**src/lpht_pkg.sv**
```systemverilog
// Shared types and codes for the linear probing hash table.
package lpht_pkg;

    typedef logic [1:0] t_action;
    typedef logic [2:0] t_status;

    localparam t_action ACT_INSERT = 2'd0;
    localparam t_action ACT_FIND   = 2'd1;
    localparam t_action ACT_ERASE  = 2'd2;

    localparam t_status ST_INSERTED  = 3'd0;
    localparam t_status ST_UPDATED   = 3'd1;
    localparam t_status ST_FULL      = 3'd2;
    localparam t_status ST_FOUND     = 3'd3;
    localparam t_status ST_NOT_FOUND = 3'd4;
    localparam t_status ST_ERASED    = 3'd5;
    localparam t_status ST_EMPTY_KEY = 3'd6;

    localparam int HASH_W   = 32;
    localparam int VALUE_W  = 32;
    localparam int COUNT_W  = 9;
    localparam int CHAR_W   = 8;
    localparam int RAW_KEY_W = 64;

endpackage

```
**src/lpht_hash.sv**
```systemverilog
// Character hash h = h*131 + c followed by reduction modulo the table depth.
module lpht_hash #(
    parameter int TABLE_DEPTH = 256,
    parameter int KEY_CHARS   = 8
) (
    input  logic                               i_clk,
    input  logic                               i_rst_n,
    input  logic                               i_start,
    input  logic [8*KEY_CHARS-1:0]             i_key,
    output logic                               o_done,
    output logic [$clog2(TABLE_DEPTH)-1:0]     o_home
);
    import lpht_pkg::*;

    localparam int AW   = $clog2(TABLE_DEPTH);
    localparam int RW   = AW + 1;
    localparam int KW   = 8 * KEY_CHARS;
    localparam int CW   = $clog2(KEY_CHARS + 1);
    localparam int PW   = 2 * HASH_W;
    localparam int QS   = HASH_W - 1 + AW;
    localparam bit POW2 = (TABLE_DEPTH & (TABLE_DEPTH - 1)) == 0;
    localparam logic [RW-1:0] DV = RW'(TABLE_DEPTH);
    // floor(2^QS / depth), fits 32 bits; quotient estimate is exact or one low
    localparam logic [HASH_W-1:0] RECIP = HASH_W'((64'd1 << QS) / TABLE_DEPTH);

    localparam logic [2:0] H_IDLE = 3'd0;
    localparam logic [2:0] H_MIX  = 3'd1;
    localparam logic [2:0] H_MUL  = 3'd2;
    localparam logic [2:0] H_SUB  = 3'd3;
    localparam logic [2:0] H_FIX  = 3'd4;

    logic [2:0]        r_state, n_state;
    logic [KW-1:0]     r_key, n_key;
    logic [CW-1:0]     r_left, n_left;
    logic [HASH_W-1:0] r_h, n_h;
    logic [RW-1:0]     r_q, n_q;
    logic [RW-1:0]     r_rem, n_rem;
    logic              r_done, n_done;
    logic [AW-1:0]     r_home, n_home;

    logic [CHAR_W-1:0] c;
    logic [PW-1:0]     prod;
    logic [RW-1:0]     qd;

    assign c = r_key[CHAR_W-1:0];

    // remainder = h - q*depth, only the low RW bits matter since it is below 2*depth
    assign prod = PW'(r_h) * PW'(RECIP);
    assign qd   = r_q * DV;

    always_comb begin
        n_state = r_state;
        n_key   = r_key;
        n_left  = r_left;
        n_h     = r_h;
        n_q     = r_q;
        n_rem   = r_rem;
        n_done  = 1'b0;
        n_home  = r_home;
        unique case (r_state)
            H_IDLE: begin
                if (i_start) begin
                    n_key   = i_key;
                    n_left  = CW'(KEY_CHARS);
                    n_h     = '0;
                    n_state = H_MIX;
                end
            end
            H_MIX: begin
                if (r_left == '0 || c == '0) begin
                    if (POW2) begin
                        n_home  = r_h[AW-1:0];
                        n_done  = 1'b1;
                        n_state = H_IDLE;
                    end else begin
                        n_state = H_MUL;
                    end
                end else begin
                    n_h    = (r_h << 7) + (r_h << 1) + r_h + HASH_W'(c);
                    n_key  = r_key >> CHAR_W;
                    n_left = r_left - 1'b1;
                end
            end
            H_MUL: begin
                n_q     = prod[QS +: RW];
                n_state = H_SUB;
            end
            H_SUB: begin
                n_rem   = r_h[RW-1:0] - qd;
                n_state = H_FIX;
            end
            H_FIX: begin
                n_home  = (r_rem >= DV) ? AW'(r_rem - DV) : r_rem[AW-1:0];
                n_done  = 1'b1;
                n_state = H_IDLE;
            end
            default: n_state = H_IDLE;
        endcase
    end

    always_ff @(posedge i_clk) begin
        if (!i_rst_n) begin
            r_state <= H_IDLE;
            r_done  <= 1'b0;
        end else begin
            r_state <= n_state;
            r_done  <= n_done;
        end
        r_key  <= n_key;
        r_left <= n_left;
        r_h    <= n_h;
        r_q    <= n_q;
        r_rem  <= n_rem;
        r_home <= n_home;
    end

    assign o_done = r_done;
    assign o_home = r_home;

endmodule

```
**config.mk**
```make
export PLATFORM = sky130hd
export DESIGN_NAME = lpht_hash
export DESIGN_NICKNAME = d
export VERILOG_FILES = /design/src/lpht_pkg.sv /design/src/lpht_hash.sv
export SDC_FILE = /design/constraint.sdc
export NUM_CORES = 1
export LEC_CHECK = 0
export ABC_AREA = 1
export BUFFER_PORTS_ARGS = -buffer_cell sky130_fd_sc_hd__buf_2
export CAP_MARGIN = 15
export CORE_MARGIN = 2
export CORE_UTILIZATION = 41
export DETAILED_ROUTE_END_ITERATION = 10
export PLACE_DENSITY_LB_ADDON = 0.05
export SLEW_MARGIN = 20
export SYNTH_ARGS = -nofsm -noshare
export SYNTH_HDL_FRONTEND = slang
export SYNTH_SLANG_ARGS = --single-unit
```
**constraint.sdc**
```tcl
create_clock -name i_clk -period 8.2 [get_ports i_clk]
set_clock_uncertainty 0.2 [all_clocks]
set_input_delay 1.23 -clock i_clk [delete_from_list [all_inputs] [get_ports i_clk]]
set_output_delay 1.23 -clock i_clk [all_outputs]
set_load 0.02 [all_outputs]
```
==> results_dict.tcl <==
set metrics [dict create \
    ctsResizeCount 0 \
    cpPeakStageDelay_ns 0.51 \
    grt-ovfl-total 0 \
    peakVddDrop_mv 0.07629 \
    path_class "flop to flop" \
    hold_path_class "flop to flop" \
    dp_worst_setup_slack_ns 5.182 \
    rsz0062_at_grt "false" \
    p_per_area_mw_per_mm2 238.4 \
    grt_use_total_pct 14.95 \
    holdWs_ns 0.2642 \
    syn_inst 449 \
    grt_max_degree 77 \
    startpoint_type "flop" \
    wl_per_cell_um 12.45 \
    dp_hpwl_um 5491 \
    fin_ws_ns 5.284 \
    r2r_end "r_h[6]" \
    grt_pass1_wl_um 13570 \
    reg2regPathDepth 12 \
    finalSetupViolCount 0 \
    relSlewSlack_pct 32.63 \
    hold_viol 0 \
    die_x_um 109.4 \
    drive_gt1_share_pct 18.15 \
    io_buffer_count 75 \
    endpoint_kind "flop" \
    regToRegStartpoint "r_h[1]" \
    yosys.area_share.adder_pct 6.648 \
    synth-xor-area-share_pct 0 \
    worstPathArrival_ns 2.83 \
    clk_latency_ns 0.37 \
    first_pass_iters 4 \
    syn_area_per_cell_um2 10.14 \
    ys_warn_count 0 \
    worstPathMaxFanout 3 \
    viasPerCell 4.526 \
    ctsHtreeMaxLevel 3 \
    ant_nets 0 \
    min_to "r_rem[5]" \
    cellLeakagePower_uw 0.002432 \
    antenna_found_initial 0 \
    synth_nets 536 \
    drc 0 \
    critPathTopFamily "adder cells" \
    fin_setup_tns_ns 0 \
    postLayoutCellArea_mm2 0.005165 \
    fin_nets 611 \
    cp.required_ns 8.12 \
    cts_tree "built" \
    status "finished, final reports clean" \
    hold_depth 0 \
    min_period_ns 2.916 \
    crit_path_cell_trace "inv_1, fa_1, inv_1, ha_1, ha_1, fa_1, nand2_1, inv_1, o21ai_0, nand2_1, o21ai_1, a21oi_1" \
    fp.dieH_um 109.4 \
    drt_wl_total_um 8330 \
    syn_area_mm2 0.004554 \
    synth_top_family_by_area "simple AND/OR/NAND/NOR gates" \
    synth-simple-area-share_pct 20.88 \
    cts-root-buf "clkbuf_8" \
    cts_hold_buf 0 \
    antenna_cells 0 \
    std_cell_rows 38 \
    synth.distinct_cells 24 \
    worst_pin_slew_ns 1.011 \
    die_area_mm2 0.01197 \
    grt_pass1_vias 2821 \
    min_from "r_h[5]" \
    initial_core_util_pct 42.01 \
    yosys_register_bits 96 \
    cp_slowest_cell "fa_1" \
    slew_violations 0 \
    cts_setup_buffers 0 \
    core_area_mm2 0.01084 \
    post-route-period-util_pct 35.56 \
    worstPathBufferInverterCount 3 \
    routabilityCongestion 0.7491 \
    synthToLayoutAreaGrowth_pct 13.41 \
    placed_area_mm2 0.005010 \
    drtIter0Drc 146 \
    pin_count 76 \
    cts_sinks 96 \
    fmax_ghz 0.3429 \
    synthMuxAreaShare_pct 0 \
    cpMostUsedCell "inv_1" \
    num_vias 3028 \
    clock_path_buffers 2 \
    numCtsBuffers 9 \
    cap_viol_max_count 0 \
    clk_pin_slew_ns 0.09 \
    reg2reg_slack_ns 5.28 \
    synth_seq_area_share_pct 62.42 \
    fin_util_pct 47.65 \
    synth_compound_area_share_pct 2.967 \
]
## cell families (layout without fill, tap and decap cells)
logic type / count (synthesis) / after routing
buffers and inverters: 65 / 145
flip-flops: 96 / 96
AND/OR/NAND/NOR: 242 / 242
adder cells (fa/ha/maj): 20 / 20
AO/OA/AOI/OAI: 26 / 26
## synthesized netlist by cell type
cell type,instances,share of area (%)
a21oi_1,16,1.8
buf_2,1,0.11
buf_4,6,0.99
buf_6,7,1.7
dfxtp_1,4,1.8
edfxtp_1,92,61
fa_1,7,3.1
ha_1,13,3.6
inv_1,48,4.0
inv_2,2,0.16
inv_4,1,0.14
nand2_1,198,16
nand3_1,6,0.66
nand3_2,1,0.22
nand4_1,1,0.14
nor2_1,30,2.5
nor2_2,1,0.14
nor2_8,1,0.44
nor3_1,2,0.22
nor4_1,2,0.27
o211ai_1,1,0.16
o21ai_0,5,0.55
o21ai_1,3,0.33
o21bai_1,1,0.16
## layout by cell type (no fill, tap or decap)
| cell | Yosys | layout |
|---|---|---|
| a21oi_1 | 16 | 15 |
| a21oi_4 | 0 | 1 |
| buf_2 | 1 | 75 |
| buf_4 | 6 | 3 |
| clkbuf_1 | 0 | 2 |
| clkbuf_8 | 0 | 9 |
| clkinv_1 | 0 | 3 |
| clkinv_2 | 0 | 1 |
| clkinvlp_4 | 0 | 1 |
| dfxtp_1 | 4 | 4 |
| edfxtp_1 | 92 | 92 |
| fa_1 | 7 | 7 |
| ha_1 | 13 | 13 |
| inv_1 | 48 | 48 |
| inv_2 | 2 | 2 |
| inv_4 | 1 | 1 |
| nand2_1 | 198 | 198 |
| nand3_1 | 6 | 6 |
| nand3_2 | 1 | 1 |
| nand4_1 | 1 | 1 |
| nor2_1 | 30 | 30 |
| nor2_2 | 1 | 1 |
| nor2_8 | 1 | 1 |
| nor3_1 | 2 | 2 |
| nor4_1 | 2 | 2 |
| o211ai_1 | 1 | 1 |
| o21ai_0 | 5 | 5 |
| o21ai_1 | 3 | 3 |
| o21bai_1 | 1 | 1 |
## where the power goes
group          internal (uW)  switching (uW)
Combinational            123             200
Sequential               618            22.6
Clock                    107             160
## state kept, by name, summed over array words and instances, names as in the netlist
name     count
o_done       1
r_state      3
r_rem        8
r_left       4
o_home       8
r_key       64
r_h          8
## worst max path at each step
stage                       start         to  slack [ns]  cells past startpoint
final                      r_h[1]     r_h[6]        5.28                     12
after global routing       r_h[1]     r_h[6]        5.11                     12
after CTS                  r_h[1]     r_h[6]        5.28                     12
after detailed placement  i_start  r_key[62]        5.18                      4
after global placement    i_start  r_key[62]        5.20                      4
after floorplan           i_start     r_h[0]        2.47                      2
## worst register-to-register path, delay by kind of cell, from the launching register on
family	cells	cell delay, ns
DFF	1	0.39
and+or+nand+nor	2	0.17
buffers and inverters	3	0.17
AOI/OAI and AO/OA	3	0.33
adders and majority gates	4	1.41
## cell type report
| cell class | count | area, um^2 |
|---|---|---|
| clock buffers | 11 | 131.4 |
| clock inverters | 5 | 23.77 |
| fillers | 1050 | 5675 |
| inverters | 51 | 193.9 |
| multi-input cells | 288 | 1400 |
| flip-flops and latches | 96 | 2843 |
| well taps | 140 | 175.2 |
| repair buffers | 78 | 397.9 |
## through the flow
step / total power (uW) / cells
after CTS: 1246 / 669
final: 1231 / 669
after floorplan: 904.2 / 449
after global placement: 976.4 / 653
after global routing: 1328 / 669
after detailed placement: 979.9 / 653
## metal layers
layer,up-vias,GRT usage (%),routed length [um]
met5,-,0,0
met4,0,6.239,142
met3,11,3.557,386
met2,61,24.56,4080
met1,1369,18.98,3721
li1,1587,-,-
Power figures use the tool's default switching activity.
